===== src/rtl/bsp_pkg.sv =====
// Shared types and constants of the billboard sprite projection core.
// Holds screen geometry, register indexes, divider widths and stage structs.
// Depends on nothing; every other file of the block imports it.
package bsp_pkg;

    localparam int SCREEN_W = 640;
    localparam int SCREEN_H = 480;
    localparam int VERT_DIV = 1;
    localparam int HORZ_DIV = 1;

    // Configuration register indexes.
    localparam int CFG_IW = 3;
    localparam logic [CFG_IW-1:0] REG_CAM_PX = 3'd0;
    localparam logic [CFG_IW-1:0] REG_CAM_PY = 3'd1;
    localparam logic [CFG_IW-1:0] REG_DIR_X = 3'd2;
    localparam logic [CFG_IW-1:0] REG_DIR_Y = 3'd3;
    localparam logic [CFG_IW-1:0] REG_PLANE_X = 3'd4;
    localparam logic [CFG_IW-1:0] REG_PLANE_Y = 3'd5;
    localparam logic [CFG_IW-1:0] REG_VSHIFT = 3'd6;

    // Divider geometry: numerator magnitude, denominator magnitude, quotient bits.
    localparam int DIV_NW = 48;
    localparam int DIV_DW = 44;
    localparam int DIV_QW = 24;
    localparam int DIV_CW = DIV_DW + DIV_QW;
    localparam int DIV_LAT = DIV_QW + 1;

    typedef struct packed {
        logic signed [15:0] cpx;
        logic signed [15:0] cpy;
        logic signed [15:0] dirx;
        logic signed [15:0] diry;
        logic signed [15:0] plx;
        logic signed [15:0] ply;
        logic signed [15:0] vsc;
    } t_cam;

    typedef struct packed {
        logic [DIV_NW-1:0] num;
        logic [DIV_DW-1:0] den;
    } t_div_in;

    typedef struct packed {
        logic [DIV_QW-1:0] q;
        logic ovf;
    } t_quo;

    // Control that travels beside the dividers.
    typedef struct packed {
        logic vld;
        logic depth_neg;
        logic center_neg;
        logic vmove_neg;
        logic det_nz;
        logic ty_nz;
    } t_side;

endpackage


===== src/rtl/bsp_div.sv =====
// Pipelined restoring divider: one quotient bit per stage plus an overflow stage.
// Quotient saturation is flagged; depends on bsp_pkg.
module bsp_div
    import bsp_pkg::*;
(
    input  logic    i_clk,
    input  logic    i_en,
    input  t_div_in i_op,
    output t_quo    o_quo
);

    logic [DIV_NW-1:0] r_rem [0:DIV_QW];
    logic [DIV_DW-1:0] r_den [0:DIV_QW];
    logic [DIV_QW-1:0] r_q [0:DIV_QW];
    logic r_ovf [0:DIV_QW];

    // The quotient does not fit when the numerator reaches den << DIV_QW.
    always_ff @(posedge i_clk) begin
        if (i_en) begin
            r_rem[0] <= i_op.num;
            r_den[0] <= i_op.den;
            r_q[0] <= '0;
            r_ovf[0] <= (DIV_CW'(i_op.num) >= (DIV_CW'(i_op.den) << DIV_QW));
        end
    end

    for (genvar i = 1; i <= DIV_QW; i++) begin : g_stage
        logic [DIV_CW-1:0] w_trial;
        logic w_ge;

        assign w_trial = DIV_CW'(r_den[i-1]) << (DIV_QW - i);
        assign w_ge = (DIV_CW'(r_rem[i-1]) >= w_trial);

        always_ff @(posedge i_clk) begin
            if (i_en) begin
                r_rem[i] <= w_ge ? (r_rem[i-1] - w_trial[DIV_NW-1:0]) : r_rem[i-1];
                r_den[i] <= r_den[i-1];
                r_q[i] <= r_q[i-1] | (DIV_QW'(w_ge) << (DIV_QW - i));
                r_ovf[i] <= r_ovf[i-1];
            end
        end
    end

    assign o_quo.q = r_q[DIV_QW];
    assign o_quo.ovf = r_ovf[DIV_QW];

endmodule


===== config.mk =====
export PLATFORM = sky130hd
export DESIGN_NAME = bsp_div
export DESIGN_NICKNAME = d
export VERILOG_FILES = /design/src/rtl/bsp_pkg.sv /design/src/rtl/bsp_div.sv
export SDC_FILE = /design/constraint.sdc
export NUM_CORES = 2
export LEC_CHECK = 0
export ABC_CLOCK_PERIOD_IN_PS = 3700
export BUFFER_PORTS_ARGS = -buffer_cell sky130_fd_sc_hd__buf_2
export CAP_MARGIN = 20
export CORE_ASPECT_RATIO = 0.6
export CORE_UTILIZATION = 25
export CTS_CLUSTER_SIZE = 40
export DETAILED_ROUTE_END_ITERATION = 8
export GPL_ROUTABILITY_DRIVEN = 0
export PLACE_DENSITY = 0.41
export SLEW_MARGIN = 10
export SYNTH_ARGS = -nofsm -noshare
export SYNTH_HDL_FRONTEND = slang
export SYNTH_SLANG_ARGS = --single-unit

===== constraint.sdc =====
create_clock -name i_clk -period 3.7 [get_ports i_clk]
set_input_delay 0.185 -clock i_clk [delete_from_list [all_inputs] [get_ports i_clk]]
set_output_delay 0.185 -clock i_clk [all_outputs]
set_load 0.005 [all_outputs]

# ---- Word-level counts from Yosys, hierarchy flattened
# Memories as Yosys holds them, arrays and structs flattened.
# Cells that the tools add are included.
dict set report classes {
  n_addsub 24
  magnitude_cmp 25
  mux 26
  n_bitwise 24
}
# operator n
set ops {}
lappend ops {{48-bit 2-to-1 mux} 24}
lappend ops {{48-bit subtractor} 20}
lappend ops {{48-bit by 68-bit >= comparator with 1-bit output} 1}
lappend ops {{48-bit by 67-bit >= comparator with 1-bit output} 1}
lappend ops {{48-bit by 66-bit >= comparator with 1-bit output} 1}
lappend ops {{48-bit by 65-bit >= comparator with 1-bit output} 1}
lappend ops {{48-bit by 64-bit >= comparator with 1-bit output} 1}
lappend ops {{48-bit by 63-bit >= comparator with 1-bit output} 1}
lappend ops {{48-bit by 62-bit >= comparator with 1-bit output} 1}
lappend ops {{48-bit by 61-bit >= comparator with 1-bit output} 1}
lappend ops {{48-bit by 60-bit >= comparator with 1-bit output} 1}
lappend ops {{48-bit by 59-bit >= comparator with 1-bit output} 1}
lappend ops {{48-bit by 58-bit >= comparator with 1-bit output} 1}
lappend ops {{48-bit by 57-bit >= comparator with 1-bit output} 1}
lappend ops {{48-bit by 56-bit >= comparator with 1-bit output} 1}
lappend ops {{48-bit by 55-bit >= comparator with 1-bit output} 1}
lappend ops {{48-bit by 54-bit >= comparator with 1-bit output} 1}
lappend ops {{48-bit by 53-bit >= comparator with 1-bit output} 1}
lappend ops {{48-bit by 52-bit >= comparator with 1-bit output} 1}
lappend ops {{48-bit by 51-bit >= comparator with 1-bit output} 1}
lappend ops {{48-bit by 50-bit >= comparator with 1-bit output} 1}
lappend ops {{48-bit by 49-bit >= comparator with 1-bit output} 1}
lappend ops {{48-bit by 44-bit >= comparator with 1-bit output} 1}
lappend ops {{48-bit by 45-bit >= comparator with 1-bit output} 1}
lappend ops {{32 further kinds} 33}
dict set report totals {
  elab_cells 103
  out_inout_bits 25
  register_bits 0
  n_memories 4
  mem_bits_rw 2925
  input_bits 94
}
# name words width read_ports rd_clocked_by_memory_dff write_ports line_no
set memory_table {}
lappend memory_table {r_rem 25 48 24 0 25 bsp_div.sv:12} ;# logic [DIV_NW-1:0] r_rem [0:DIV_QW];
lappend memory_table {r_den 25 44 24 0 25 bsp_div.sv:13} ;# logic [DIV_DW-1:0] r_den [0:DIV_QW];
lappend memory_table {r_q 25 24 25 0 25 bsp_div.sv:14} ;# logic [DIV_QW-1:0] r_q [0:DIV_QW];
lappend memory_table {r_ovf 25 1 25 0 25 bsp_div.sv:15} ;# logic r_ovf [0:DIV_QW];

# ---- Logic depth before layout (Yosys ltp)
# An unclocked memory read counts as a cell.
dict set report logic_depth {
  word_depth 3
  mapped_depth 17
  mapped_depth_nobuf 16
}

# ---- Least setup slack after synthesis
# No wires, ideal clock.
dict set report synth_timing {
  kind {flip-flop to flip-flop}
  from {memory r_rem[10][13], in the netlist r_rem[0][493]}
  to {memory r_rem[11][42], in the netlist r_rem[0][570], data pin}
  slack_ns -0.206
  arrival_ns 3.647
  path_stages_with_launch 17
  n_path_buf 1
  required_time_ns 3.440
  cell_sequence {edfxtp_1 -> inv_1 -> ha_1 -> inv_1 -> fa_1 -> a21oi_1 -> o21ai_1 -> a21oi_2 -> o21ai_1 -> o31a_1 -> a41oi_2 -> a21oi_2 -> a221o_1 -> o21a_1 -> o31ai_4 -> buf_6 -> mux2_2}
}
# element line_no
set synth_rtl {}
lappend synth_rtl {{start, declared} bsp_div.sv:12}

==> run metrics <==
HP Class=in -> reg; Ports=119; Clock Tree Root=clkbuf_16; failing checks=negative setup slack; share of cells above drive strength 1=a little over a fifth; first-pass GRT wire length=586 mm; setup_tns=-36.77 ns; max_slew headroom=20.9%; internal power=0.0593 W; Die Wd=941 um; WS Path Type=reg -> reg; vias=91800; Synth cell types=87; total congestion overflow=0; Min Hold Slack=0.227 ns; Critical Path Start Type=flop; post-route insts no fill=20100; part of the Yosys area used for sequential elements=57.5%; crit path time final=4.10 ns; Worst-Margin Slew=roughly 1.2 ns; H-Tree Depth=5; gr busiest metal=met1; most frequent cells in the layout=edfxtp_1 (2533), buf_4 (1207), inv_1 (1092), ha_1 (861), nand2_1 (780); Worst EP required=approximately 4.4 ns; Crit-path slowest cell=o31a_1; worst path arrival time=4.77 ns; count of final hold-check violations=0; antenna violations before repair=13; Post-synth ARST share=0%; number of cells on the critical path=18; EDFF count, synth=2533; crit-path max FO=4; Placed Cells=19200; grt met3 use=under 10%; via/cell ratio=4.58; sw frac=29.2%; Starting DRT DRC Count=about 7400; max-slew violation count=0; Combinational Power Share=23.0%; yosys warns=0; pin count of the biggest net entering global routing=approximately 130; critical path's largest stage delay=0.39 ns; Initial Utilization=25.2%; Clock Power Share=33.3%; die area=532000 sq um; VDD IR-drop max=0.000340 V; worst-skew pair later-pin latency=0.99 ns; clock buffer depth=4; Primary FF master, synth=edfxtp_1; Die H=565 um; clk sinks=2533; final core occ=31.8%; Mapped Nets=between 10000 and 15000; final clock skew=0.0851 ns; Power per Cell Area=approximately 500 nW/um^2; GR Util All Layers=14.5%; P&R area growth vs syn=26.6%; synthesized cell area=132000 sq um; f_max=0.244 GHz; Flop pwr share=43.6%; crit-path cells=inv_2, ha_4, inv_2, fa_2, a21oi_4, o21ai_2, a21oi_2, o21ai_2, o31a_1, a41oi_4, a21oi_4, a221o_1, o21a_1, o31ai_4, buf_6, buf_12, buf_16, mux2_4; synthesized instance count=about 11000; TritonCTS clock tree=done; CP top delay family=compound AO/OA/AOI/OAI gates; WL final=slightly above 400 mm; Post-DRT Antenna Nets=0; Routed wire per std cell=about 20 um; Hold Path Depth=5; met2 layer usage reported by global route=18.9%; met1 Use GR=24.5%; Setup-failing EPs final=228; TritonRoute pass-1 iters=6; Leakage Power=68.0 nW; outcome=finished with violations; Yosys reg bits=2533; DP Wirelength=about 300 mm; Mean Syn Cell Area=~12 sq um; most common cell after layout, fill and taps aside=edfxtp_1; port bufs=about 120; R2R depth=18; core area=526000 sq um; worst path buffer plus inverter count=5; Worst Setup End Kind=flop; crit share post-route=111%; maxcap violations=0; TritonCTS buffer count=273; Worst-path clk slew=0.06 ns; sw power=0.0245 W; RSZ-0062 raised after global routing=yes; nets=13900; DRC=0; row count=206; vias in the first global route=between 80000 and 90000; final setup margin=-0.401 ns
-- power groups by stage --
stage	Sequential (W)	Combinational [W]	Clock [W]
detailed placement	0.0372	0.0176	0
CTS	0.0366	0.0185	0.0291
finish	0.0366	0.0193	0.0280
global placement	0.0373	0.0177	0
global route	0.0368	0.0214	0.0300
floorplan	0.0359	0.0113	0
-- logic make-up (layout without fill, tap and decap cells) --
logic type | count (synthesis) | after routing | share of synthesized area [%]
AO/OA/AOI/OAI | 2875 | 2876 | 13.5
flip-flops | 2533 | 2533 | 57.5
AND/OR/NAND/NOR | 2436 | 2436 | 8.99
buffers and inverters | 1340 | 3310 | 3.86
adder cells (fa/ha/maj) | 913 | 913 | 8.77
XOR/XNOR | 697 | 697 | 4.62
multiplexers | 323 | 323 | 2.73
other | 0 | 5 | 0
-- worst register-to-register path, cell delays in order (launching register included) --
cell and delay [ns]:
edfxtp_1 0.38, inv_2 0.10, ha_4 0.14, inv_2 0.04
fa_2 0.36, a21oi_4 0.16, o21ai_2 0.08, a21oi_2 0.21
o21ai_2 0.11, o31a_1 0.39, a41oi_4 0.27, a21oi_4 0.12
a221o_1 0.36, o21a_1 0.21, o31ai_4 0.20, buf_6 0.20
buf_12 0.13, buf_16 0.12, mux2_4 0.29
-- state kept, by name, indices dropped and copies added (netlist names) --
signal  count
r_ovf      25
r_q       300
r_den    1056
r_rem    1152
-- synthesized netlist by cell type (24+ instances only) --
| library cell | count | share of area, % |
|---|---|---|
| and3_1 | 82 | 0.39 |
| clkbuf_1 | 167 | 0.47 |
| inv_1 | 1115 | 3.2 |
| nor3_1 | 122 | 0.46 |
| xnor2_1 | 424 | 2.8 |
| o21ai_0 | 777 | 2.9 |
| mux2_1 | 25 | 0.21 |
| mux2_2 | 274 | 2.3 |
| or3_1 | 37 | 0.18 |
| o21bai_1 | 116 | 0.66 |
| mux2i_1 | 24 | 0.18 |
| o211ai_1 | 31 | 0.18 |
| or4_1 | 25 | 0.14 |
| a221oi_1 | 25 | 0.17 |
| o31ai_1 | 61 | 0.35 |
| nand2_1 | 847 | 2.4 |
| xor2_1 | 273 | 1.8 |
| a211oi_1 | 74 | 0.42 |
| nor2_1 | 463 | 1.3 |
| ha_1 | 890 | 8.4 |
| a31oi_1 | 86 | 0.41 |
| or2_2 | 42 | 0.20 |
| o21a_1 | 89 | 0.51 |
| nand2b_1 | 113 | 0.53 |
| and2_1 | 39 | 0.18 |
| nor2b_1 | 123 | 0.58 |
| buf_2 | 40 | 0.15 |
| a21oi_1 | 816 | 3.1 |
| edfxtp_1 | 2533 | 58 |
| nand4_1 | 144 | 0.68 |
| a21o_1 | 512 | 2.9 |
| a21boi_0 | 33 | 0.19 |
| nor4_1 | 125 | 0.59 |
| nand3_1 | 163 | 0.62 |
-- through the flow --
stage / power [W] / cell area (sq um) / setup WS, ns
finish: 0.0839 / 167000 / -0.401
global route: 0.0882 / 167000 / -0.497
CTS: 0.0842 / 164000 / -0.390
detailed placement: 0.0548 / 150000 / -0.442
global placement: 0.0550 / 150000 / -0.435
floorplan: 0.0472 / 132000 / -0.0761
-- path summary, 6_finish.rpt --
path / to / start / slack, ns
min: r_ovf[0][0] / i_op[40] / 0.23
max reg2reg: r_rem[0][547] / r_rem[0][493] / -0.40
max: r_rem[0][547] / r_rem[0][493] / -0.40
min reg2reg: r_q[16][11] / r_q[15][11] / 0.40
-- cell type report --
cell class | instances | area, sq um
fillers | 53000 | 358000
flip-flops and latches | 2533 | 76100
multi-input cells | 7245 | 54400
repair buffers | 1713 | 15300
well taps | 6968 | 8720
clock buffers | 324 | 7210
inverters | 1116 | 4200
clock inverters | 157 | 1620
diodes | 5 | 12.5
-- metal layers --
metal | vias to the layer above | routed length (um)
li1 | 44800 | -
met1 | 44500 | 227000
met2 | 2103 | 148000
met3 | 409 | 21300
met4 | 0 | 6820
met5 | - | 0
-- timing repair --
| item | in CTS | in global routing |
|---|---|---|
| endpoints found under the hold margin | 230 | 0 |
| buffers inserted | 96 | 113 |
| pin swaps | 129 | 259 |
| endpoints found under the setup margin | 686 | 738 |
| resized for setup | 354 | 754 |
| hold buffers | 185 | 0 |
| gates cloned | 37 | 28 |
Note: power is estimated with default switching activity, not from simulation.
