===== src/rtl/bsp_pkg.sv =====
// Shared types and constants of the billboard sprite projection core.
// Holds screen geometry, register indexes, divider widths and stage structs.
// Depends on nothing; every other file of the block imports it.
package bsp_pkg;

    localparam int SCREEN_W = 640;
    localparam int SCREEN_H = 480;
    localparam int VERT_DIV = 1;
    localparam int HORZ_DIV = 1;

    // Configuration register indexes.
    localparam int CFG_IW = 3;
    localparam logic [CFG_IW-1:0] REG_CAM_PX = 3'd0;
    localparam logic [CFG_IW-1:0] REG_CAM_PY = 3'd1;
    localparam logic [CFG_IW-1:0] REG_DIR_X = 3'd2;
    localparam logic [CFG_IW-1:0] REG_DIR_Y = 3'd3;
    localparam logic [CFG_IW-1:0] REG_PLANE_X = 3'd4;
    localparam logic [CFG_IW-1:0] REG_PLANE_Y = 3'd5;
    localparam logic [CFG_IW-1:0] REG_VSHIFT = 3'd6;

    // Divider geometry: numerator magnitude, denominator magnitude, quotient bits.
    localparam int DIV_NW = 48;
    localparam int DIV_DW = 44;
    localparam int DIV_QW = 24;
    localparam int DIV_CW = DIV_DW + DIV_QW;
    localparam int DIV_LAT = DIV_QW + 1;

    typedef struct packed {
        logic signed [15:0] cpx;
        logic signed [15:0] cpy;
        logic signed [15:0] dirx;
        logic signed [15:0] diry;
        logic signed [15:0] plx;
        logic signed [15:0] ply;
        logic signed [15:0] vsc;
    } t_cam;

    typedef struct packed {
        logic [DIV_NW-1:0] num;
        logic [DIV_DW-1:0] den;
    } t_div_in;

    typedef struct packed {
        logic [DIV_QW-1:0] q;
        logic ovf;
    } t_quo;

    // Control that travels beside the dividers.
    typedef struct packed {
        logic vld;
        logic depth_neg;
        logic center_neg;
        logic vmove_neg;
        logic det_nz;
        logic ty_nz;
    } t_side;

endpackage


===== src/rtl/bsp_bounds.sv =====
// Back end: signs and saturates the quotients, then clamps the draw rectangle.
// Two register stages, the second being the output register; depends on bsp_pkg.
module bsp_bounds
    import bsp_pkg::*;
(
    input  logic               i_clk,
    input  logic               i_rst_n,
    input  logic               i_en,
    input  t_side              i_side,
    input  t_quo               i_depth,
    input  t_quo               i_center,
    input  t_quo               i_vmove,
    input  t_quo               i_height,
    input  t_quo               i_width,
    output logic               o_vld,
    output logic [9:0]         o_draw_start_x,
    output logic [9:0]         o_draw_end_x,
    output logic [8:0]         o_draw_start_y,
    output logic [8:0]         o_draw_end_y,
    output logic signed [15:0] o_screen_center_x,
    output logic [14:0]        o_sprite_width_px,
    output logic [14:0]        o_sprite_height_px,
    output logic signed [15:0] o_vertical_move_px,
    output logic signed [23:0] o_depth,
    output logic               o_behind_camera
);

    localparam logic signed [18:0] MAX_X = 19'(SCREEN_W - 1);
    localparam logic signed [18:0] MAX_Y = 19'(SCREEN_H - 1);
    localparam logic signed [18:0] HALF_H = 19'(SCREEN_H / 2);

    function automatic logic [15:0] sat16(input logic neg, input t_quo qv);
        logic [15:0] res;
        if (neg) begin
            if (qv.ovf || qv.q > 24'd32768) begin
                res = 16'h8000;
            end else begin
                res = 16'(~qv.q + 24'd1);
            end
        end else begin
            if (qv.ovf || qv.q > 24'd32767) begin
                res = 16'h7FFF;
            end else begin
                res = qv.q[15:0];
            end
        end
        return res;
    endfunction

    function automatic logic [14:0] sat15(input t_quo qv);
        logic [14:0] res;
        if (qv.ovf || qv.q > 24'd32767) begin
            res = 15'h7FFF;
        end else begin
            res = qv.q[14:0];
        end
        return res;
    endfunction

    function automatic logic [11:0] clamp(input logic signed [18:0] v,
                                          input logic signed [18:0] hi);
        logic [11:0] res;
        if (v < 19'sd0) begin
            res = '0;
        end else if (v > hi) begin
            res = hi[11:0];
        end else begin
            res = v[11:0];
        end
        return res;
    endfunction

    logic r_vld_f;
    logic signed [15:0] r_center, r_vmove;
    logic [14:0] r_w, r_h;
    logic signed [23:0] r_dep;
    logic r_behind;

    logic signed [23:0] w_dep;
    logic w_proj;
    logic signed [18:0] w_sx, w_ex, w_sy, w_ey;

    assign w_proj = i_side.det_nz && i_side.ty_nz;

    always_comb begin
        w_dep = '0;
        if (i_side.det_nz) begin
            if (i_side.depth_neg) begin
                w_dep = (i_depth.ovf || i_depth.q > 24'h800000) ? 24'h800000
                                                                : (~i_depth.q + 24'd1);
            end else begin
                w_dep = (i_depth.ovf || i_depth.q > 24'h7FFFFF) ? 24'h7FFFFF : i_depth.q;
            end
        end
    end

    always_ff @(posedge i_clk) begin
        if (!i_rst_n) begin
            r_vld_f <= 1'b0;
            o_vld <= 1'b0;
        end else if (i_en) begin
            r_vld_f <= i_side.vld;
            o_vld <= r_vld_f;
        end
    end

    always_ff @(posedge i_clk) begin
        if (i_en) begin
            r_dep <= w_dep;
            r_behind <= w_dep[23] || (w_dep == 24'sd0);
            r_center <= w_proj ? sat16(i_side.center_neg, i_center) : 16'sd0;
            r_vmove <= w_proj ? sat16(i_side.vmove_neg, i_vmove) : 16'sd0;
            r_h <= w_proj ? sat15(i_height) : 15'd0;
            r_w <= w_proj ? sat15(i_width) : 15'd0;
        end
    end

    assign w_sx = 19'(r_center) - 19'(r_w >> 1);
    assign w_ex = 19'(r_center) + 19'(r_w >> 1);
    assign w_sy = HALF_H + 19'(r_vmove) - 19'(r_h >> 1);
    assign w_ey = HALF_H + 19'(r_vmove) + 19'(r_h >> 1);

    always_ff @(posedge i_clk) begin
        if (i_en) begin
            o_draw_start_x <= 10'(clamp(w_sx, MAX_X));
            o_draw_end_x <= 10'(clamp(w_ex, MAX_X));
            o_draw_start_y <= 9'(clamp(w_sy, MAX_Y));
            o_draw_end_y <= 9'(clamp(w_ey, MAX_Y));
            o_screen_center_x <= r_center;
            o_sprite_width_px <= r_w;
            o_sprite_height_px <= r_h;
            o_vertical_move_px <= r_vmove;
            o_depth <= r_dep;
            o_behind_camera <= r_behind;
        end
    end

endmodule


===== config.mk =====
export PLATFORM = sky130hd
export DESIGN_NAME = bsp_bounds
export DESIGN_NICKNAME = d
export VERILOG_FILES = /design/src/rtl/bsp_pkg.sv /design/src/rtl/bsp_bounds.sv
export SDC_FILE = /design/constraint.sdc
export NUM_CORES = 1
export LEC_CHECK = 0
export BUFFER_PORTS_ARGS = -buffer_cell sky130_fd_sc_hd__buf_2
export CAP_MARGIN = 20
export CORE_UTILIZATION = 40
export DETAILED_ROUTE_END_ITERATION = 8
export GPL_TIMING_DRIVEN = 0
export SKIP_LAST_GASP = 1
export SLEW_MARGIN = 20
export SYNTH_ARGS = -nofsm -noshare
export SYNTH_HDL_FRONTEND = slang
export SYNTH_SLANG_ARGS = --single-unit

===== constraint.sdc =====
create_clock -name i_clk -period 3.35 [get_ports i_clk]
set_input_delay 0.67 -clock i_clk [delete_from_list [all_inputs] [get_ports i_clk]]
set_output_delay 0.67 -clock i_clk [all_outputs]
set_load 0.1 [all_outputs]

== After elaboration in Yosys (flattened, before gate mapping) ==
Cells that the tools add are included.

* Register bits after elaboration: 214
* Output and inout port bits: 126
* Logic and storage cells: 80
* Input port bits: 134

* Reductions and logical operators: 15
* $lt $le $gt $ge: 16
* Bitwise operators: 3
* $add $sub $neg: 8
* Muxes and demuxes: 16

{| class="wikitable"
|+ Operators with widths
! kind !! number
|-
| $gt 24x15->1 const B || 4
|-
| $mux 16 || 6
|-
| $mux 24 || 4
|-
| $gt 24x16->1 const B || 2
|-
| $gt 17x11->1 const B || 2
|-
| $lt 17x1->1 const B || 2
|-
| $add 16x1->16 const B || 2
|-
| $not 16->16 || 2
|-
| $mux 15 || 2
|-
| $add 24x1->24 const B || 1
|-
| $gt 24x23->1 const B || 1
|-
| $gt 24x24->1 const B || 1
|-
| $logic_not 24->1 || 1
|-
| $not 24->24 || 1
|-
| $mux 10 || 2
|-
| $gt 19x10->1 const B || 1
|-
| $lt 19x1->1 const B || 1
|-
| $sub 19x14->19 || 1
|-
| $add 17x15->18 || 1
|-
| $gt 18x10->1 const B || 1
|-
| $lt 18x1->1 const B || 1
|-
| $mux 9 || 2
|-
| $add 16x15->17 || 1
|-
| $add 9x16->17 const A || 1
|-
| other kinds (4) || 15
|}

== Depth between registers and ports, before layout ==
Gate-level depths: netlist (run 1).

* Depth after elaboration: 7
* Gate-level depth with buffers: 16
* Gate-level depth less buffers: 15

== Worst setup path before layout (run 1) ==
OpenSTA, ideal clock, no wires.

* Path type: reg-to-reg
* Start point: register r_vmove[4]
* End point: register o_draw_end_y[6], data pin
* Path slack: -0.178 ns
* Arrival time: 3.256 ns
* Period minus slack after synthesis: 3.528 ns
* Data required time: 3.078 ns
* Cell stages (with the launch flop): 15
* Buffers on the path: 0
* Setup time: 0.272 ns
* Cells stage by stage: edfxtp_1 > inv_1 > ha_1 > nor3b_2 > nor2_1 > xor2_1 > ha_1 > or3b_2 > o311ai_0 > nand4_1 > a311o_1 > nor4_1 > nand4_1 > a21oi_2 > a31oi_1

* Word-level cells in the longest chain between the ends: 4

{| class="wikitable"
|+ Ends and longest elaborated chain
! element !! line !! source
|-
| start: declaration || bsp_bounds.sv:74 || <nowiki>logic signed [15:0] r_center, r_vmove;</nowiki>
|-
| start signal: assignment || bsp_bounds.sv:112 || <nowiki>r_vmove <= w_proj ? sat16(i_side.vmove_neg, i_vmove) : 16'sd0;</nowiki>
|-
| $add 9x16->17 (*) || bsp_bounds.sv:121 || <nowiki>assign w_ey = HALF_H + 19'(r_vmove) + 19'(r_h >> 1);</nowiki>
|-
| $add 17x15->18 (*) || bsp_bounds.sv:121 ||
|-
| $gt 18x10->1 || bsp_bounds.sv:65 || <nowiki>end else if (v > hi) begin</nowiki>
|-
| $mux 9 || bsp_bounds.sv:65 ||
|-
| end signal: assignment || bsp_bounds.sv:128 || <nowiki>o_draw_end_y <= 9'(clamp(w_ey, MAX_Y));</nowiki>
|-
| end: declaration || bsp_bounds.sv:19 || <nowiki>output logic [8:0] o_draw_end_y,</nowiki>
|}

Mark *: on every way between the ends. The rest lies on a longest branch, timed or not.
A chain may end at the register's enable or synchronous reset.

== Worst setup path in the final report (run 1) ==
* Start point: register r_vmove[6]
* End point: register o_draw_end_y[6], data pin

The elaborated chain is that of the path after synthesis.

==> results.toml, run 1 <==
[finish]
fin_nets = 1759
nFillCells = 2859
fin_util = 0.520
finalInstanceArea_sq_um = 16400
final_cells = 1985
drive_above_1_share = 0.296
syn2layout_area_growth_pct = 27.9

[clock_network]
clk_pin_slew_ns = 0.06
cts_made_buffers = 25
clock_latency_ns = 0.54
root_buffer = "clkbuf_16"
cts_tree = "built"
clock_sinks = 214
hold_buffers = 0
clk_path_buf_depth = 3
cts.htree.levels = 1

[worst_setup_path]
cp-startpoint = "r_vmove[6]"
timing.rr.start = "r_vmove[6]"
cp_slowest_cell = "edfxtp_1"
crit_family = "compound AO/OA/AOI/OAI gates"
crit_path_max_incr_delay_ns = 0.42
path_max_fanout = 5
required_ns = 3.60
end_kind = "register"
reg2reg_depth = 14
crit_cells = 14
worstSetupPathType = "register to register"
critPathBufInv = 4
path_cells = "buf_6 > nor4_4 > nand2b_4 > xnor2_4 > ha_4 > buf_4 > clkinvlp_4 > a2111oi_4 > a22oi_1 > a31o_2 > mux2i_4 > a21oi_4 > buf_12 > a31oi_4"
cp-endpoint = "o_draw_end_y[6]"
start_kind = "register"
reg2reg_slack_ns = -0.22
crit_arrival_ns = 3.82
r2r_end = "o_draw_end_y[6]"

[hold_path]
hold_path_class = "input port to register"

[logic_synthesis]
synthFlopType = "edfxtp_1"
ys_warn_count = 0
synth_cell_types = 93
synth-async-reset-ratio = 0
synth_top_area_share = 0.496
synth_edf_count = 212
syn_area_sq_um = 12800
syn_nets = 1443
syn_inst = 1245
synthTopCellsByArea = "edfxtp_1 50%, ha_1 5.8%, nor2_1 5.6%"
yosysSeqAreaShare = 0.499
syn_area_per_cell_sq_um = 10.3
yosys_register_bits = 214
synth_top_cell_by_area = "edfxtp_1"

[detailed_routing]
wirelength_um = 37100
drtIter0Drc = 714
post_drt_via_cell_ratio = 5.55
drc = 0
wire_per_inst_um = 18.7
vias = 11015
drtAntennaViolNets = 0
first_pass_iters = 5

[global_routing]
grt_pass1_vias = 10334
antenna_found_initial = 11
grt_usage = 0.218
grt_max_degree = 106
grt-ovfl-total = 0
grt_pass1_wl_um = 56400

[sta]
clock_skew_ns = 0.00900
fin_crit_sh = 1.06
finalWorstSetupSlack_ns = -0.216
maxSlewHeadroom = 0.493
finalCriticalPeriod_ns = 3.57
finalSetupViolations = 14
slew_viol_final = 0
maxClockFrequency_ghz = 0.280
final_hold_viol_count = 0
grt_setup_unrepaired = "true"
tns_ns = -1.51
tightest_slew_ns = 0.757

[outcome]
outcome = "complete, but fails checks"
violations = "setup timing"

[placed_design]
dp.cells = 1898
place_ws_ns = -0.710
dp_hpwl_um = 27300
dpl_cell_area_sq_um = 14700
port_buffers = 249
place_congestion = 0.891

[floorplanning]
rows = 65
dieArea_sq_um = 32800
die_w_um = 181
die_y_um = 181
boundaryPins = 260
core_area_sq_um = 31600
start_util = 0.407

[power]
irDropWorstVdd_uv = 393
leakage_nw = 6.41
p_clk_frac = 0.301
p_per_area_nw_per_um2 = 545
pwr-share-comb = 0.329
p_switching_mw = 3.26
swShare = 0.364
p_int_mw = 5.70
power_frac_seq = 0.370

[run]
cap_violations = 0
metrics by stage:
step                hold WS (ns)  power (mW)
floorplan                  0.400        5.31
global placement           0.402        5.92
detailed placement         0.405        5.93
CTS                        0.333        8.83
global route               0.351        9.32
finish                     0.352        8.95
how the worst min path moves through the flow:
stage	from	end	slack, ns	depth (start not counted)
after floorplan	r_behind	o_behind_camera	0.40	0
after global placement	r_dep[11]	o_depth[11]	0.40	0
after detailed placement	r_dep[12]	o_depth[12]	0.40	0
after CTS	i_rst_n	r_vld_f	0.33	2
after global routing	i_rst_n	r_vld_f	0.35	2
final	i_rst_n	r_vld_f	0.35	2
cells in the mapped netlist, drive strengths merged (15+ instances only):
master / count
nand2: 65
a21oi: 76
nor4: 24
xnor2: 29
nand3: 22
a31oi: 20
nor2: 190
buf: 16
xor2: 15
o21ai: 53
a211oi: 19
nor2b: 16
inv: 77
clkbuf: 42
ha: 60
nor3: 40
edfxtp: 212
o31ai: 20
nor3b: 16
flip-flops by register name (all words and copies together), names as in the netlist:
register,flops
o_depth,24
o_behind_camera,1
r_center,16
o_vertical_move_px,16
r_vld_f,1
o_vld,1
r_h,15
r_behind,1
o_draw_end_y,9
r_dep,24
r_vmove,16
o_sprite_width_px,15
o_screen_center_x,16
o_draw_start_y,9
o_sprite_height_px,15
o_draw_start_x,10
o_draw_end_x,10
r_w,15
power groups by stage:
stage / clock (mW) / sequential [mW] / combinational [mW]
final: 2.69 / 3.32 / 2.94
after global routing: 2.85 / 3.34 / 3.13
after CTS: 2.76 / 3.32 / 2.75
after detailed placement: 0 / 3.37 / 2.56
after global placement: 0 / 3.39 / 2.54
after floorplan: 0 / 4.17 / 1.14
per-layer routing:
metal	global-route usage	wire, um
met1	0.291	16300
met2	0.351	16900
met3	0.0528	3030
met4	0.0583	743
met5	0	58
layout make-up:
type,instances,area [sq um],share of cell area
multi-input cells,897,6480,0.394
flip-flops and latches,214,6410,0.390
repair buffers,292,1650,0.101
clock buffers,26,629,0.0383
well taps,402,503,0.0306
inverters,78,297,0.0181
plain buffers,53,269,0.0164
clock inverters,19,174,0.0106
diodes,4,10.0,0.000610
worst reg2reg max path, cell delays in order (launching register included):
cell and delay (ns):
edfxtp_1 0.42, buf_6 0.15, nor4_4 0.34, nand2b_4 0.22, xnor2_4 0.11, ha_4 0.33
buf_4 0.14, clkinvlp_4 0.14, a2111oi_4 0.40, a22oi_1 0.14, a31o_2 0.25, mux2i_4 0.22
a21oi_4 0.19, buf_12 0.14, a31oi_4 0.09
cell usage in the layout, fill, tap and decap left out, types with 9 or more instances in the layout:
cell,count
buf_2,258
edfxtp_1,212
nor2_1,186
inv_1,73
nand2_1,64
a21oi_1,64
ha_1,51
o21ai_0,45
buf_4,34
clkbuf_1,33
nor3_1,30
clkbuf_16,25
xnor2_1,23
nand3_1,20
a31oi_1,19
nor4_1,18
o31ai_1,18
a21o_1,14
o21a_1,14
or3_1,13
a211oi_1,13
nor3b_1,13
o211ai_1,13
nand2b_1,13
nor2b_1,13
xor2_1,12
nand4b_1,12
nand4_1,10
buf_6,10
o31a_1,10
a21oi_2,9
o22ai_1,9
timing repair:
action	in CTS	in global routing
pin swaps	19	26
setup buffers	23	19
cloned	1	1
resized for setup	64	68
endpoints found under the setup margin	24	37
cells by family (layout without fill, tap and decap cells):
group,Yosys count,count (layout),synth area share
AND/OR/NAND/NOR,457,458,0.183
AO/OA/AOI/OAI,319,320,0.173
flip-flops,214,214,0.499
buffers and inverters,136,468,0.0416
adder cells (fa/ha/maj),64,64,0.0647
XOR/XNOR,44,44,0.0300
multiplexers,11,11,0.00887
other,0,4,0
Note: power is estimated with default switching activity, not from simulation.
==> inputs of run 2 (changes only) <==
Settings changed: ABC_AREA from default to 1.
==> results.toml, run 2 <==
[global_routing]
grt-ovfl-total = 0
antenna_found_initial = 4
grt_usage = 0.210
grt_pass1_vias = 10562
grt_pass1_wl_um = 55600
grt_max_degree = 87

[logic_synthesis]
synth-xor-area-share = 0.0441
syn_inst = 1524
syn_area_sq_um = 13300
synthSimpleGateAreaFrac = 0.223
synthAdderAreaFrac = 0.0626
synth.area.mux_share = 0
yosys_register_bits = 214
synth_edf_count = 212
yosys-top-cells-count = "246 x nand2_1, 234 x inv_1, 212 x edfxtp_1"
synth-async-reset-ratio = 0
syn_nets = 1722
synth_cell_types = 54
synth_top_cell_by_area = "edfxtp_1"
ys_warn_count = 0
synth-compound-area-share = 0.101
synthTopCellsByArea = "edfxtp_1 48%, nand2_1 7.0%, inv_1 6.6%"
synth_top_family_by_area = "simple AND/OR/NAND/NOR gates"
synth_top_area_share = 0.479
synth.most_common_cell = "nand2_1"
synthFlopType = "edfxtp_1"
yosysSeqAreaShare = 0.482
syn_area_per_cell_sq_um = 8.71

[hold_path]
hold_path_class = "input port to register"
hold_end = "r_vld_f"
holdPathStages = 3
min_from = "i_side[5]"

[power]
p_total_mw = 8.28
p_per_area_nw_per_um2 = 512
irDropWorstVdd_uv = 344
leakage_nw = 7.39

[sta]
grt_setup_unrepaired = "true"
holdWs_ns = 0.390
clock_skew_ns = 0.00745
final_hold_viol_count = 0
tightest_slew_ns = 0.851
tns_ns = 0
finalCriticalPeriod_ns = 3.20
finalSetupViolations = 0
finalWorstSetupSlack_ns = 0.145
slew_viol_final = 0
maxSlewHeadroom = 0.427
maxClockFrequency_ghz = 0.312
fin_crit_sh = 0.957

[detailed_routing]
wire_per_inst_um = 15.9
drtAntennaViolNets = 0
drtIter0Drc = 653
wirelength_um = 36300
drc = 0
vias = 11138
post_drt_via_cell_ratio = 4.88
first_pass_iters = 5

[worst_setup_path]
path_max_fanout = 9
reg2reg_depth = 16
required_ns = 3.61
crit_arrival_ns = 3.46
reg2reg_slack_ns = 0.15
end_kind = "register"
timing.rr.start = "r_vmove[5]"
r2r_end = "o_draw_start_y[8]"
start_kind = "register"
worstSetupPathType = "register to register"

[clock_network]
root_buffer = "clkbuf_16"
clk_path_buf_depth = 3
clk_pin_slew_ns = 0.06
clock_sinks = 214
hold_buffers = 0
cts_made_buffers = 24
cts_tree = "built"
clock_latency_ns = 0.52
cts.htree.levels = 1

[placed_design]
dp_hpwl_um = 28700
port_buffers = 258
dpl_cell_area_sq_um = 15200
dp.cells = 2226
place_congestion = 0.906
place_ws_ns = -0.175

[floorplanning]
core_area_sq_um = 32600
die_y_um = 184
rows = 66
dieArea_sq_um = 33900
die_w_um = 184
boundaryPins = 260
start_util = 0.407

[run]
cap_violations = 0

[finish]
final_common_cell = "buf_2"
reg_top3 = "o_depth: 24 flops, r_dep: 24 flops"
nFillCells = 3135
finalInstanceArea_sq_um = 16200
final_cell_mix = "267 x buf_2, 243 x nand2_1, 231 x inv_1"
final_cells = 2283
multiInputGateArea_sq_um = 5880
drive_above_1_share = 0.239
ff_latch_area_sq_um = 6410
fin_util = 0.496
syn2layout_area_growth_pct = 21.7
fin_nets = 2021

[outcome]
outcome = "finished clean"
[run 2: changes by cell type after synthesis, sizes merged, moves of 16 or more]
cell	delta
a211oi	-18
a21oi	+19
clkbuf	-27
inv	+172
nand2	+201
nand3	+86
nand4	+24
nor2b	-16
nor3	-22
o21ai	+64
o31ai	-19
xor2	+36
[run 2: worst max path at each step]
stage | cells after the start | slack [ns] | from | end
2_1_floorplan | 23 | 0.38 | r_vmove[4] | o_draw_end_y[0]
3_3_place_gp | 3 | -1.35 | i_en | o_vld
3_5_place_dp | 23 | -0.17 | r_vmove[4] | o_draw_end_y[1]
4_1_cts | 16 | 0.02 | r_vmove[7] | o_draw_start_y[8]
5_1_grt | 21 | -0.04 | r_vmove[5] | o_draw_end_y[1]
6_report | 16 | 0.15 | r_vmove[5] | o_draw_start_y[8]
[run 2: repair_timing]
action,CTS,global route
setup endpoints to repair,17,18
pin swaps,3,16
setup buffers,2,10
gates cloned,0,1
gates resized for setup,13,31
[run 2: power by group]
group | switching [mW] | total, mW | internal, mW
Sequential | 0.0974 | 3.29 | 3.19
Clock | 1.00 | 2.36 | 1.36
Combinational | 1.97 | 2.63 | 0.660
Total | 3.07 | 8.28 | 5.21
[run 2: final cells by class]
cell class                 instances  share of cell area
multi-input combinational       1019               0.364
buffer                            41              0.0140
antenna                            2            0.000310
clock inverter                     9             0.00302
tap                              442              0.0342
inverter                         251              0.0583
clock buffer                      33              0.0406
timing repair buffer             272              0.0895
sequential                       214               0.396
[run 2: cells by family (layout without fill, tap and decap cells)]
kind of cell    Yosys count  in the layout
other cells               0              2
compound gates          244            244
flops                   214            214
fa+ha+maj                64             64
simple gates            644            645
xor+xnor                 66             66
buf+inv                 292            606
[run 2: metal layers]
| metal | global-route usage | wire length [um] |
|---|---|---|
| met1 | 0.275 | 16300 |
| met2 | 0.353 | 17000 |
| met3 | 0.0437 | 2200 |
| met4 | 0.0530 | 801 |
| met5 | 0 | 29 |
[run 2: critical path, stage by stage (launching register included)]
cell and delay, ns:
edfxtp_1 0.41, inv_2 0.11, nand4_1 0.14, nand2_2 0.16, xor2_2 0.18, ha_1 0.25
buf_2 0.18, a21oi_1 0.23, o21ai_0 0.12, a21oi_1 0.20, nand3_1 0.15, a21oi_1 0.18
nand3_1 0.14, nor2_4 0.17, nand4_4 0.14, nor2_1 0.14, nor2_1 0.05
==> inputs of run 3 (changes only) <==
Settings changed: CORE_ASPECT_RATIO from default to 0.9.
==> results.toml, run 3 (same netlist as run 2, synthesis figures left out) <==
[outcome]
outcome = "finished clean"

[global_routing]
grt_pass1_wl_um = 56200
grt_pass1_vias = 10457
grt-ovfl-total = 0
grt_max_degree = 105
antenna_found_initial = 5
grt_usage = 0.210

[power]
leakage_nw = 7.48
p_switching_mw = 3.21
swShare = 0.364
p_int_mw = 5.60
power_frac_seq = 0.374
pwr-share-comb = 0.301
p_clk_frac = 0.325
irDropWorstVdd_uv = 370
p_per_area_nw_per_um2 = 539

[sta]
tightest_slew_ns = 0.631
grt_setup_unrepaired = "true"
fin_crit_sh = 0.952
slew_viol_final = 0
finalSetupViolations = 0
final_hold_viol_count = 0
tns_ns = 0
finalCriticalPeriod_ns = 3.19
maxSlewHeadroom = 0.577
maxClockFrequency_ghz = 0.314
clock_skew_ns = 0.00708

[finish]
reg_top3 = "o_depth: 24 flops, r_dep: 24 flops"
nFillCells = 3090
final_common_cell = "buf_2"
final_cell_mix = "266 x buf_2, 244 x nand2_1, 231 x inv_1"
ff_latch_area_sq_um = 6410
drive_above_1_share = 0.248
finalInstanceArea_sq_um = 16400
syn2layout_area_growth_pct = 23.2
multiInputGateArea_sq_um = 5910
fin_util = 0.507
fin_nets = 2022

[detailed_routing]
vias = 11293
wire_per_inst_um = 16.2
drtAntennaViolNets = 0
first_pass_iters = 5
drc = 0
wirelength_um = 36600
post_drt_via_cell_ratio = 4.99
drtIter0Drc = 671

[worst_setup_path]
worstSetupPathType = "register to register"
path_max_fanout = 9
crit_path_max_incr_delay_ns = 0.36
timing.rr.start = "r_vmove[4]"
r2r_end = "o_draw_end_y[3]"
crit_arrival_ns = 3.46
start_kind = "register"
reg2reg_depth = 23
path_cells = "inv_2 > ha_4 > nand2_2 > nand2_2 > nor2_4 > a21oi_2 > a21oi_2 > ha_1 > buf_6 > nor2_4 > nand2_1 > nor3_2 > nand2_1 > nand3_2 > nand2_2 > nand2_2 > nand2_2 > nand2_4 > nand2_1 > inv_1 > nand3_2 > nand3_4 > a21oi_1"
reg2reg_slack_ns = 0.16
required_ns = 3.62
path_common_cell = "nand2_2"
end_kind = "register"
cp_slowest_cell = "edfxtp_1"

[hold_path]
hold_path_class = "input port to register"
min_from = "i_side[5]"
holdPathStages = 3
hold_end = "r_vld_f"

[floorplanning]
dieArea_sq_um = 33900
boundaryPins = 260
die_y_um = 175
start_util = 0.412
die_w_um = 194
rows = 62
core_area_sq_um = 32300

[clock_network]
clock_sinks = 214
cts.htree.levels = 1
cts_made_buffers = 24
clk_path_buf_depth = 3
clock_latency_ns = 0.52
hold_buffers = 0
root_buffer = "clkbuf_16"
clk_pin_slew_ns = 0.06
cts_tree = "built"

[run]
cap_violations = 0

[placed_design]
dpl_cell_area_sq_um = 15200
port_buffers = 258
dp_hpwl_um = 28800
place_congestion = 0.918
==> run 3: changes by cell type in the layout (fill, tap and decap cells not counted), sizes merged <==
cell    delta
buf        +2
clkbuf     -7
inv        +4
diode      +1
clkinv     -1
bufinv     +5
==> run 3: how the worst max path moves through the flow <==
stage	slack (ns)	end	from
after floorplan	0.38	o_draw_end_y[0]	r_vmove[4]
after global placement	-1.39	o_vld	i_en
after detailed placement	-0.17	o_draw_end_y[1]	r_vmove[4]
after CTS	0.003	o_draw_start_y[8]	r_vmove[7]
after global routing	-0.06	o_draw_end_y[7]	r_vmove[7]
final	0.16	o_draw_end_y[3]	r_vmove[4]
==> run 3: layout make-up <==
class / count / area share
Clock inverter: 17 / 0.0151
Buffer: 41 / 0.0142
Tap cell: 416 / 0.0318
Sequential cell: 214 / 0.392
Multi-Input combinational cell: 1019 / 0.361
Clock buffer: 27 / 0.0380
Inverter: 251 / 0.0576
Antenna cell: 3 / 0.000459
Timing Repair Buffer: 273 / 0.0899
==> run 3: power groups by stage <==
stage | Sequential (mW) | Combinational, mW | Clock (mW)
finish | 3.29 | 2.66 | 2.86
global route | 3.32 | 2.87 | 3.04
CTS | 3.30 | 2.55 | 2.94
detailed placement | 3.35 | 2.53 | 0
global placement | 3.36 | 2.51 | 0
floorplan | 4.13 | 1.11 | 0
==> run 3: per-stage QoR <==
step	setup WS (ns)	power [mW]	cells	hold slack [ns]
2_1_floorplan	0.380	5.24	1524	0.400
3_3_place_gp	-1.39	5.87	2198	0.402
3_5_place_dp	-0.175	5.89	2200	0.405
4_1_cts	0.00287	8.79	2244	0.353
5_1_grt	-0.0562	9.23	2259	0.386
6_report	0.162	8.81	2261	0.381
==> run 3: critical path, delay by kind of cell, from the launching register on <==
kind,cells,cell delay [ns]
simple gates,15,1.53
compound gates,3,0.30
flops,1,0.36
fa+ha+maj,2,0.43
buf+inv,3,0.30
==> run 3: what timing repair did <==
item / in CTS / in global routing
gates resized for setup: 8 / 50
pin swaps: 0 / 15
setup buffers: 0 / 13
cloned: 0 / 1
endpoints found under the setup margin: 18 / 22
==> run 3: per-layer routing <==
| metal | share of wire | vias up | GRT usage |
|---|---|---|---|
| met5 | 0.00085 | - | 0 |
| met4 | 0.025 | 4 | 0.0625 |
| met3 | 0.064 | 63 | 0.0374 |
| met2 | 0.45 | 350 | 0.331 |
| met1 | 0.46 | 5198 | 0.294 |
| li1 | - | 5678 | - |
